File: src/sv/text_console_cell_writer_top_assert.svh
// assertion macros for the text console cell writer
// used by modules that check their own control logic; expects clk and rst_n in scope
`ifndef TEXT_CONSOLE_CELL_WRITER_TOP_ASSERT_SVH
`define TEXT_CONSOLE_CELL_WRITER_TOP_ASSERT_SVH

// same-cycle implication
`define TCCW_ASSERT_IMPLY(label, ante, cons, msg) \
  label: assert property (@(posedge clk) disable iff (!rst_n) (ante) |-> (cons)) \
    else $error(msg);

// next-cycle implication
`define TCCW_ASSERT_NEXT(label, ante, cons, msg) \
  label: assert property (@(posedge clk) disable iff (!rst_n) (ante) |=> (cons)) \
    else $error(msg);

`endif

File: src/sv/tccw_pkg.sv
// shared types and constants for the text console cell writer
// no dependencies; imported by datapath, controller and top level
`default_nettype none

package tccw_pkg;

  localparam int DEF_COLS = 80;
  localparam int DEF_ROWS = 25;

  localparam int IN_W  = 24;
  localparam int OUT_W = 40;
  localparam int IDX_W = 11;
  localparam int OROW_W = 5;
  localparam int OCOL_W = 7;
  localparam int OPOS_W = 11;
  localparam int CELL_W = 16;

  localparam logic [1:0] OP_PUT   = 2'd0;
  localparam logic [1:0] OP_CLEAR = 2'd1;
  localparam logic [1:0] OP_READ  = 2'd2;

  localparam logic [7:0] KEY_NEWLINE   = 8'd10;
  localparam logic [7:0] KEY_BACKSPACE = 8'd8;
  localparam logic [7:0] BLANK_GLYPH   = 8'h20;
  localparam logic [7:0] ATTR_RESET    = 8'h07;

  typedef enum logic [1:0] {
    SWEEP_ZERO,
    SWEEP_BLANK,
    SWEEP_SCROLL
  } sweep_mode_t;

  typedef struct packed {
    logic        latch;
    logic        put;
    logic        home;
    logic        sweep;
    logic        cnt_clr;
    logic        load;
    sweep_mode_t mode;
  } dp_cmd_t;

  typedef struct packed {
    logic [1:0] op;
    logic       scroll_need;
    logic       sweep_last;
  } dp_status_t;

endpackage

`default_nettype wire

File: src/sv/tccw_ctrl.sv
// controller: sequences accept, execute, store sweeps and result handoff
// depends on tccw_pkg and text_console_cell_writer_top_assert.svh
`default_nettype none

module tccw_ctrl
  import tccw_pkg::*;
(
  input  wire logic        clk,
  input  wire logic        rst_n,
  input  wire logic        in_tvalid,
  output logic             in_tready,
  output logic             out_tvalid,
  input  wire logic        out_tready,
  input  wire dp_status_t  st,
  output dp_cmd_t          cmd
);

  typedef enum logic [2:0] {
    ST_INIT,
    ST_IDLE,
    ST_EXEC,
    ST_SWEEP,
    ST_DONE
  } state_t;

  state_t      state_r, state_nxt;
  logic        out_valid_r, out_valid_nxt;
  sweep_mode_t mode_r, mode_nxt;
  logic        finish;
  logic        out_free;

  assign in_tready  = (state_r == ST_IDLE);
  assign out_tvalid = out_valid_r;
  assign out_free   = !out_valid_r || out_tready;

  always_comb begin
    cmd.latch   = 1'b0;
    cmd.put     = 1'b0;
    cmd.home    = 1'b0;
    cmd.sweep   = 1'b0;
    cmd.cnt_clr = 1'b0;
    cmd.load    = 1'b0;
    cmd.mode    = mode_r;
    state_nxt   = state_r;
    mode_nxt    = mode_r;
    finish      = 1'b0;
    case (state_r)
      ST_INIT: begin
        cmd.sweep = 1'b1;
        if (st.sweep_last) begin
          state_nxt = ST_IDLE;
        end
      end
      ST_IDLE: begin
        if (in_tvalid) begin
          cmd.latch = 1'b1;
          state_nxt = ST_EXEC;
        end
      end
      ST_EXEC: begin
        case (st.op)
          OP_PUT: begin
            cmd.put = 1'b1;
            if (st.scroll_need) begin
              cmd.cnt_clr = 1'b1;
              mode_nxt    = SWEEP_SCROLL;
              state_nxt   = ST_SWEEP;
            end else begin
              finish = 1'b1;
            end
          end
          OP_CLEAR: begin
            cmd.home    = 1'b1;
            cmd.cnt_clr = 1'b1;
            mode_nxt    = SWEEP_BLANK;
            state_nxt   = ST_SWEEP;
          end
          default: finish = 1'b1;
        endcase
      end
      ST_SWEEP: begin
        cmd.sweep = 1'b1;
        if (st.sweep_last) begin
          finish = 1'b1;
        end
      end
      ST_DONE: finish = 1'b1;
      default: state_nxt = ST_IDLE;
    endcase
    if (finish) begin
      if (out_free) begin
        cmd.load  = 1'b1;
        state_nxt = ST_IDLE;
      end else begin
        state_nxt = ST_DONE;
      end
    end
    out_valid_nxt = cmd.load ? 1'b1 : (out_tready ? 1'b0 : out_valid_r);
  end

  always_ff @(posedge clk) begin
    if (!rst_n) begin
      state_r     <= ST_INIT;
      out_valid_r <= 1'b0;
      mode_r      <= SWEEP_ZERO;
    end else begin
      state_r     <= state_nxt;
      out_valid_r <= out_valid_nxt;
      mode_r      <= mode_nxt;
    end
  end

`include "text_console_cell_writer_top_assert.svh"

  `TCCW_ASSERT_IMPLY(a_no_overwrite, cmd.load && out_valid_r, out_tready, "result register overwritten")
  `TCCW_ASSERT_NEXT(a_accept_exec, in_tvalid && in_tready, state_r == ST_EXEC, "accept not followed by execute")
  `TCCW_ASSERT_NEXT(a_sweep_ends, state_r == ST_SWEEP && st.sweep_last, state_r != ST_SWEEP, "sweep ran past last cell")

endmodule

`default_nettype wire

File: config.mk
export PLATFORM = sky130hd
export DESIGN_NAME = tccw_ctrl
export DESIGN_NICKNAME = d
export VERILOG_FILES = /design/src/sv/tccw_pkg.sv /design/src/sv/tccw_ctrl.sv
export VERILOG_INCLUDE_DIRS = /design/src /design/src/sv
export SDC_FILE = /design/constraint.sdc
export NUM_CORES = 1
export LEC_CHECK = 0
export ABC_CLOCK_PERIOD_IN_PS = 3400
export BUFFER_PORTS_ARGS = -buffer_cell sky130_fd_sc_hd__buf_2
export CORE_AREA = 3 3 40 42
export CTS_CLUSTER_DIAMETER = 50
export CTS_CLUSTER_SIZE = 20
export DETAILED_ROUTE_END_ITERATION = 7
export DIE_AREA = 0 0 43 45
export GPL_TIMING_DRIVEN = 0
export MAX_ROUTING_LAYER = met4
export PLACE_DENSITY = 0.54
export SETUP_SLACK_MARGIN = 0.1
export SYNTH_ARGS = -nofsm -noshare
export SYNTH_HDL_FRONTEND = slang
export SYNTH_SLANG_ARGS = --single-unit
File: constraint.sdc
create_clock -name clk -period 3.4 [get_ports clk]
set_clock_uncertainty 0.1 [all_clocks]
set_input_delay 0.68 -clock clk [delete_from_list [all_inputs] [get_ports clk]]
set_output_delay 0.68 -clock clk [all_outputs]
set_load 0.02 [all_outputs]
-- Yosys cells after proc, flatten, opt, wreduce, memory -nomap -nowiden
Cells that the tools add are included.
- bits in registers: 6
- output and inout bits: 10
- equality and inequality tests: 11
- mux-type cells: 26
- reduce and logical (&&, ||, !) cells: 10
- operators with widths (kind ; count):
    3-bit 2-to-1 mux ; 5
    1-bit 2-to-1 mux ; 13
    3-bit one-hot mux with 4 select lines ; 1
    3-bit by 2-bit equality test with 1-bit output, second input constant ; 2
    3-bit one-hot mux with 2 select lines ; 1
    5-bit AND reduction ; 1
    2-bit 2-to-1 mux ; 2
    4-bit by 3-bit != test with 1-bit output, second input constant ; 1
    4-bit != test, second input constant ; 1
    1-bit one-hot mux with 2 select lines ; 2
    2-bit one-hot mux with 2 select lines ; 1
    2-bit nonzero test ; 2
    2-bit OR reduction ; 2
    3-bit by 1-bit equality test with 1-bit output, second input constant ; 1
    3-bit equality test, second input constant ; 1
    3-bit zero test ; 1
    3-bit by 2-bit != test with 1-bit output, second input constant ; 1
    3-bit != test, second input constant ; 1
    1-bit one-hot mux with 3 select lines ; 1
    3-bit AND reduction ; 1
    2-bit by 1-bit equality test with 1-bit output, second input constant ; 1
    2-bit zero test ; 1
    2-bit by 1-bit != test with 1-bit output, second input constant ; 1
    2-bit != test, second input constant ; 1
    2 further kinds ; 2

-- Logic depth before layout (Yosys ltp)
Gate-level depths: netlist (run 1).
- depth after elaboration: 5
- mapped depth: 5
- mapped depth without buffers: 4

-- Least setup slack after synthesis (run 1)
Ideal clock, no wire load.
- kind: input-to-output
- start point: input port st[3] (netlist name)
- end point: output port cmd[2] (netlist name)
- data arrival time: 1405 ps
- slack: 1215 ps
- stages on the path: 4
- buffers on the path: 1
- path through: o21bai_1 > a211o_1 > nor2b_1 > buf_4
- RTL lines (what ; RTL line ; RTL):
    start: declaration ; tccw_ctrl.sv:14 ; input wire dp_status_t st,
    end: declaration ; tccw_ctrl.sv:15 ; output dp_cmd_t cmd

==> flow_summary.json, run 1 <==
{
  "area_growth_pct": 36.33,
  "clockBufferDepth": 2,
  "vias": 324,
  "powerDensity_mw_per_mm2": 400.6,
  "peakVddDrop_mv": 0.2199,
  "fp.coreArea_mm2": 0.001285,
  "crit_type": "in -> out",
  "hold_violations": 0,
  "sw_frac_of_total": 0.2822,
  "cap_viol_max_count": 0,
  "finalCritPeriodShare": 0.7247,
  "totalWireLength_um": 701,
  "ys_types": 22,
  "final_cells": 76,
  "status": "finished, final reports clean",
  "clock-sinks": 6,
  "hold_path.class": "reg -> reg",
  "slew-limit-headroom": 0.7276,
  "htree_num_levels": 1,
  "arrival_ps": 1680,
  "yosysWarningCount": 0,
  "drc": 0,
  "p_leak_nw": 0.2474,
  "wl_per_cell_um": 9.224,
  "cts.clk_slew.worst_paths_ps": 40,
  "vias_per_cell": 4.263,
  "syn_area_um2": 347.8,
  "place_congestion": 0.6905,
  "worst_r2r_path_depth": 4,
  "seqPwrFrac": 0.397,
  "layout_commonest_cell": "buf_2",
  "end_kind": "output pin",
  "io_buffers": 17,
  "first_pass_iters": 2,
  "antenna_found_initial": 0,
  "initial_utilization": 0.2707,
  "grt_use_met2": 0.1287,
  "ys_ff_latch": 6,
  "num-nets-final": 71,
  "drive_above_1_share": 0.3934,
  "intPower_mw": 0.1364,
  "min_path_cells": 2,
  "grt-busiest-layer": "met2",
  "antennaDiodeCount": 0,
  "layout_common_cells": "buf_2 (19), dfxtp_1 (6), nor2b_1 (4), nand2_1 (4)",
  "root_buffer": "clkbuf_4",
  "cts_setup_buffers": 0,
  "switching_power_mw": 0.05360,
  "grt_pass1_wl_um": 1248,
  "cp-start-kind": "input port",
  "final_antenna_net_count": 0,
  "fin_area_um2": 474.2,
  "place_area_um2": 451.7,
  "cts_resized": 0,
  "p_total_mw": 0.1900,
  "p_comb_frac": 0.276,
  "die_w_um": 43,
  "critPathMaxFanout": 4,
  "io_pins": 18,
  "grt_max_degree": 10,
  "dpl.cell_count": 73,
  "syn_area_per_cell_um2": 8.484,
  "synth-seq-area-share": 0.3453,
  "grt_pass1_vias": 306,
  "clock_power_share": 0.327,
  "setup_tns_ps": 0,
  "rsz0062_at_grt": "no",
  "cts-buffers-inserted": 3,
  "grt_overflow": 0,
  "worstSkewPairLatency_ps": 240,
  "die-area_mm2": 0.001935,
  "syn_nets": 49,
  "worst_pin_slew_ps": 398.4,
  "syn_inst": 41,
  "period_needed_ps": 2464,
  "global_route.usage.met1": 0.1046,
  "cts_tree": "done",
  "num_rows": 13,
  "grt_usage": 0.09036,
  "final_max_slew_viol_count": 0,
  "drt_iter0_drc": 5,
  "required_ps": 2620,
  "met3_usage": 0.02789,
  "fmax_mhz": 405.9,
  "cts.hold.buffers_added": 0,
  "die_y_um": 45,
  "setup_violations": 0
}
## worst paths after layout
kind	start	end	slack [ps]
max	st[3]	cmd[2]	940
min	mode_r[0]$_SDFFE_PN0P_	mode_r[0]$_SDFFE_PN0P_	370
max reg2reg	state_r[2]$_SDFFE_PN0P_	state_r[0]$_SDFFE_PN0P_	1890
min reg2reg	mode_r[0]$_SDFFE_PN0P_	mode_r[0]$_SDFFE_PN0P_	370
## power groups by stage
stage	sequential, mW	clock, mW	combinational (mW)
detailed placement	0.0765	0	0.0531
CTS	0.0753	0.0664	0.0533
global route	0.0757	0.0690	0.0588
finish	0.0754	0.0621	0.0525
floorplan	0.0781	0	0.0345
global placement	0.0766	0	0.0530
## cells by family after synthesis
family | Yosys count | share of synthesized area
and+or+nand+nor | 19 | 0.3489
buffers and inverters | 5 | 0.07196
xor gates and xnor gates | 1 | 0.02518
AOI/OAI and AO/OA | 10 | 0.2087
DFF | 6 | 0.3453
## worst max-delay path, stage by stage
cell,delay (ps)
buf_2,110
o21bai_1,160
a211o_1,300
nor2b_1,160
buf_4,130
buf_2,150
## final cells by class
class	instances	area, um^2
inverter	2	7.507
fill	143	810.8
clock buffer	3	22.52
tap	15	18.77
sequential	6	120.1
multi-input combinational	30	202.7
timing repair buffer	17	85.08
buffer	3	17.52
## sequential cells by signal, summed over array words and instances (netlist names)
name	count
state_r	3
mode_r	2
out_tvalid	1
## layer usage
| metal | vias to the layer above | wire, um | share of wire |
|---|---|---|---|
| met5 | - | 0 | 0 |
| met4 | 0 | 4 | 0.0057 |
| met3 | 2 | 52 | 0.074 |
| met2 | 10 | 276 | 0.39 |
| met1 | 128 | 367 | 0.52 |
| li1 | 184 | - | - |
## cell usage after synthesis (all sizes together)
| cell type | n | area (um^2) |
|---|---|---|
| nor3b | 3 | 22.52 |
| nor2b | 4 | 25.02 |
| nand2 | 4 | 15.01 |
| a21boi | 1 | 7.510 |
| o21bai | 1 | 7.510 |
| and2 | 1 | 6.260 |
| inv | 2 | 7.510 |
| dfxtp | 6 | 120.1 |
| nor2 | 2 | 7.510 |
| a21oi | 2 | 10.01 |
| nor3 | 1 | 5.000 |
| buf | 3 | 17.52 |
| a2111oi | 1 | 8.760 |
| o21a | 3 | 22.52 |
| and3 | 1 | 6.260 |
| nor4b | 2 | 23.77 |
| xor2 | 1 | 8.760 |
| a211o | 1 | 8.760 |
| a211oi | 1 | 7.510 |
| and4b | 1 | 10.01 |
## metrics by stage
step / utilization / hold slack (ps) / setup WS (ps)
after CTS: 0.3690 / 370.7 / 929.3
after global routing: 0.3690 / 404.8 / 783.2
after floorplan: - / 427.3 / 1215
after detailed placement: 0.3515 / 364.9 / 935.7
after global placement: 0.3515 / 359.9 / 920.2
final: 0.3690 / 366.4 / 936.1
No activity file was read; power rests on OpenSTA's default activity.
==> run 2: changes to the inputs <==
--- a/config.mk
+++ b/config.mk
@@ -6,7 +6,7 @@
 export SDC_FILE = /design/constraint.sdc
 export NUM_CORES = 1
 export LEC_CHECK = 0
-export ABC_CLOCK_PERIOD_IN_PS = 3400
+export ABC_CLOCK_PERIOD_IN_PS = 2350
 export BUFFER_PORTS_ARGS = -buffer_cell sky130_fd_sc_hd__buf_2
 export CORE_AREA = 3 3 40 42
 export CTS_CLUSTER_DIAMETER = 50
==> constraint.sdc (replaced) <==
create_clock -name clk -period 2.35 [get_ports clk]
set_clock_uncertainty 0.1 [all_clocks]
set_input_delay 0.47 -clock clk [delete_from_list [all_inputs] [get_ports clk]]
set_output_delay 0.47 -clock clk [all_outputs]
set_load 0.02 [all_outputs]
==> run 2 against run 1 <==
Net effect: sequential power up 45%; clock power up 47%; flip-flop and latch count unchanged.
==> flow_summary.json, run 2 (same netlist as run 1, synthesis figures left out) <==
{
  "status": "finished, final reports clean",
  "totalWireLength_um": 736,
  "worst_pin_slew_ps": 401.7,
  "fmax_mhz": 462.5,
  "wl_per_cell_um": 9.684,
  "fin_area_um2": 504.2,
  "p_leak_nw": 0.2543,
  "rsz0062_at_grt": "no",
  "clock-sinks": 6,
  "critPathBufInv": 3,
  "hold_path.class": "reg -> reg",
  "hp-start": "mode_r[0]$_SDFFE_PN0P_",
  "final_antenna_net_count": 0,
  "period_needed_ps": 2162,
  "required_ps": 1780,
  "worst_r2r_path_depth": 5,
  "vias_per_cell": 4.447,
  "setup_tns_ps": 0,
  "antenna_found_initial": 0,
  "cpPeakStageDelay_ps": 290,
  "cts_tree": "done",
  "die_y_um": 45,
  "cts-buffers-inserted": 3,
  "grt_overflow": 0,
  "critPathMaxFanout": 8,
  "slew-limit-headroom": 0.7253,
  "antennaDiodeCount": 0,
  "rr_endpoint": "state_r[0]$_SDFFE_PN0P_",
  "die-area_mm2": 0.001935,
  "fill_cells": 141,
  "drt_iter0_drc": 1,
  "crit_type": "reg -> out",
  "peakVddDrop_mv": 0.3698,
  "largest_register_ffs": 3,
  "finalCritPeriodShare": 0.9201,
  "cap_viol_max_count": 0,
  "num-nets-final": 71,
  "drive_above_1_share": 0.4590,
  "end_kind": "output pin",
  "num_rows": 13,
  "layout_common_cells": "buf_2 (17), dfxtp_1 (5), nand2_1 (4)",
  "setup_violations": 0,
  "io_buffers": 17,
  "slowest_stage": "dfxtp_1",
  "htree_num_levels": 1,
  "arrival_ps": 1590,
  "place_worst_setup_slack_ps": 305.7,
  "cp-start-kind": "flop",
  "reg2reg_slack_ps": 850,
  "r2r_start": "state_r[0]$_SDFFE_PN0P_",
  "hold_violations": 0,
  "cp_top_family": "buffers and inverters",
  "crit_top_cell": "buf_4",
  "grt_max_degree": 10,
  "grt_usage": 0.09036,
  "clockBufferDepth": 2,
  "layout_commonest_cell": "buf_2",
  "setup_ws_ps": 187.7,
  "dpl.cell_count": 73,
  "root_buffer": "clkbuf_4",
  "die_w_um": 43,
  "grt_pass1_vias": 306,
  "drc": 0,
  "top_register": "state_r",
  "area_growth_pct": 44.96,
  "first_pass_iters": 2,
  "powerDensity_mw_per_mm2": 562.6,
  "min_path_cells": 2,
  "place_area_um2": 451.7,
  "final_cells": 76,
  "initial_utilization": 0.2707,
  "io_pins": 18,
  "worstSkewPairLatency_ps": 240,
  "final_max_slew_viol_count": 0,
  "fp.coreArea_mm2": 0.001285,
  "hold_end": "mode_r[0]$_SDFFE_PN0P_",
  "cts.clk_slew.worst_paths_ps": 50,
  "grt_pass1_wl_um": 1248,
  "vias": 338,
  "place_congestion": 0.6905,
  "path_cells": "buf_4 -> and4b_1 -> a211o_1 -> nor2b_4 -> buf_4 -> buf_2"
}
run 2: cell counts in the layout (fill, tap and decap cells not counted):
No cell type changed its count.
run 2: power breakdown:
part	internal, mW	leakage [nW]	total [mW]	switching, mW
logic	0.0369	0.191	0.0833	0.0464
registers	0.108	0.0493	0.109	0.00152
clock network	0.0575	0.0138	0.0912	0.0336
total	0.202	0.254	0.284	0.0815
run 2: final cells by class:
cell class,instances,area [um^2],share of cell area
plain buffers,3,22.52,0.04466
flip-flops and latches,6,121.4,0.2407
multi-input cells,30,226.5,0.4491
well taps,15,18.77,0.03722
clock buffers,3,22.52,0.04466
repair buffers,17,85.08,0.1687
inverters,2,7.507,0.01489
run 2: tightest hold or removal path, delay by kind of cell (launching register included):
kind / cells / cell delay, ps
AOI/OAI and AO/OA: 1 / 70
and+or+nand+nor: 1 / 50
DFF: 1 / 300
run 2: worst max-delay path by stage:
stage | depth (start not counted) | slack (ps) | start | end
2_1_floorplan | 4 | 430 | state_r[0]$_SDFFE_PN0P_ | cmd[7]
3_5_place_dp | 6 | 310 | st[3] | cmd[2]
6_report | 6 | 190 | state_r[0]$_SDFFE_PN0P_ | cmd[2]
3_3_place_gp | 6 | 290 | st[3] | cmd[2]
4_1_cts | 6 | 130 | state_r[1]$_SDFFE_PN0P_ | cmd[2]
5_1_grt | 6 | 120 | state_r[0]$_SDFFE_PN0P_ | cmd[2]
run 2: layer usage:
layer	up-vias	wire, um	share of wire	global-route usage
li1	185	-	-	-
met1	141	371	0.50	0.1046
met2	10	308	0.42	0.1287
met3	2	52	0.071	0.02789
met4	0	4	0.0054	0.07229
met5	-	0	0	-
run 2: stage by stage:
stage,hold slack [ps],util,total power [mW]
3_3_place_gp,359.9,0.3515,0.1875
6_report,366.5,0.3924,0.2837
5_1_grt,404.8,0.3924,0.3035
4_1_cts,370.7,0.3690,0.2821
3_5_place_dp,364.9,0.3515,0.1876
2_1_floorplan,427.3,-,0.1629
run 2: repair_timing:
| action | in CTS | in global routing |
|---|---|---|
| buffers inserted | 0 | 0 |
| resized for setup | 0 | 10 |
| hold buffers | 0 | 0 |
| setup endpoints to repair | 0 | 1 |
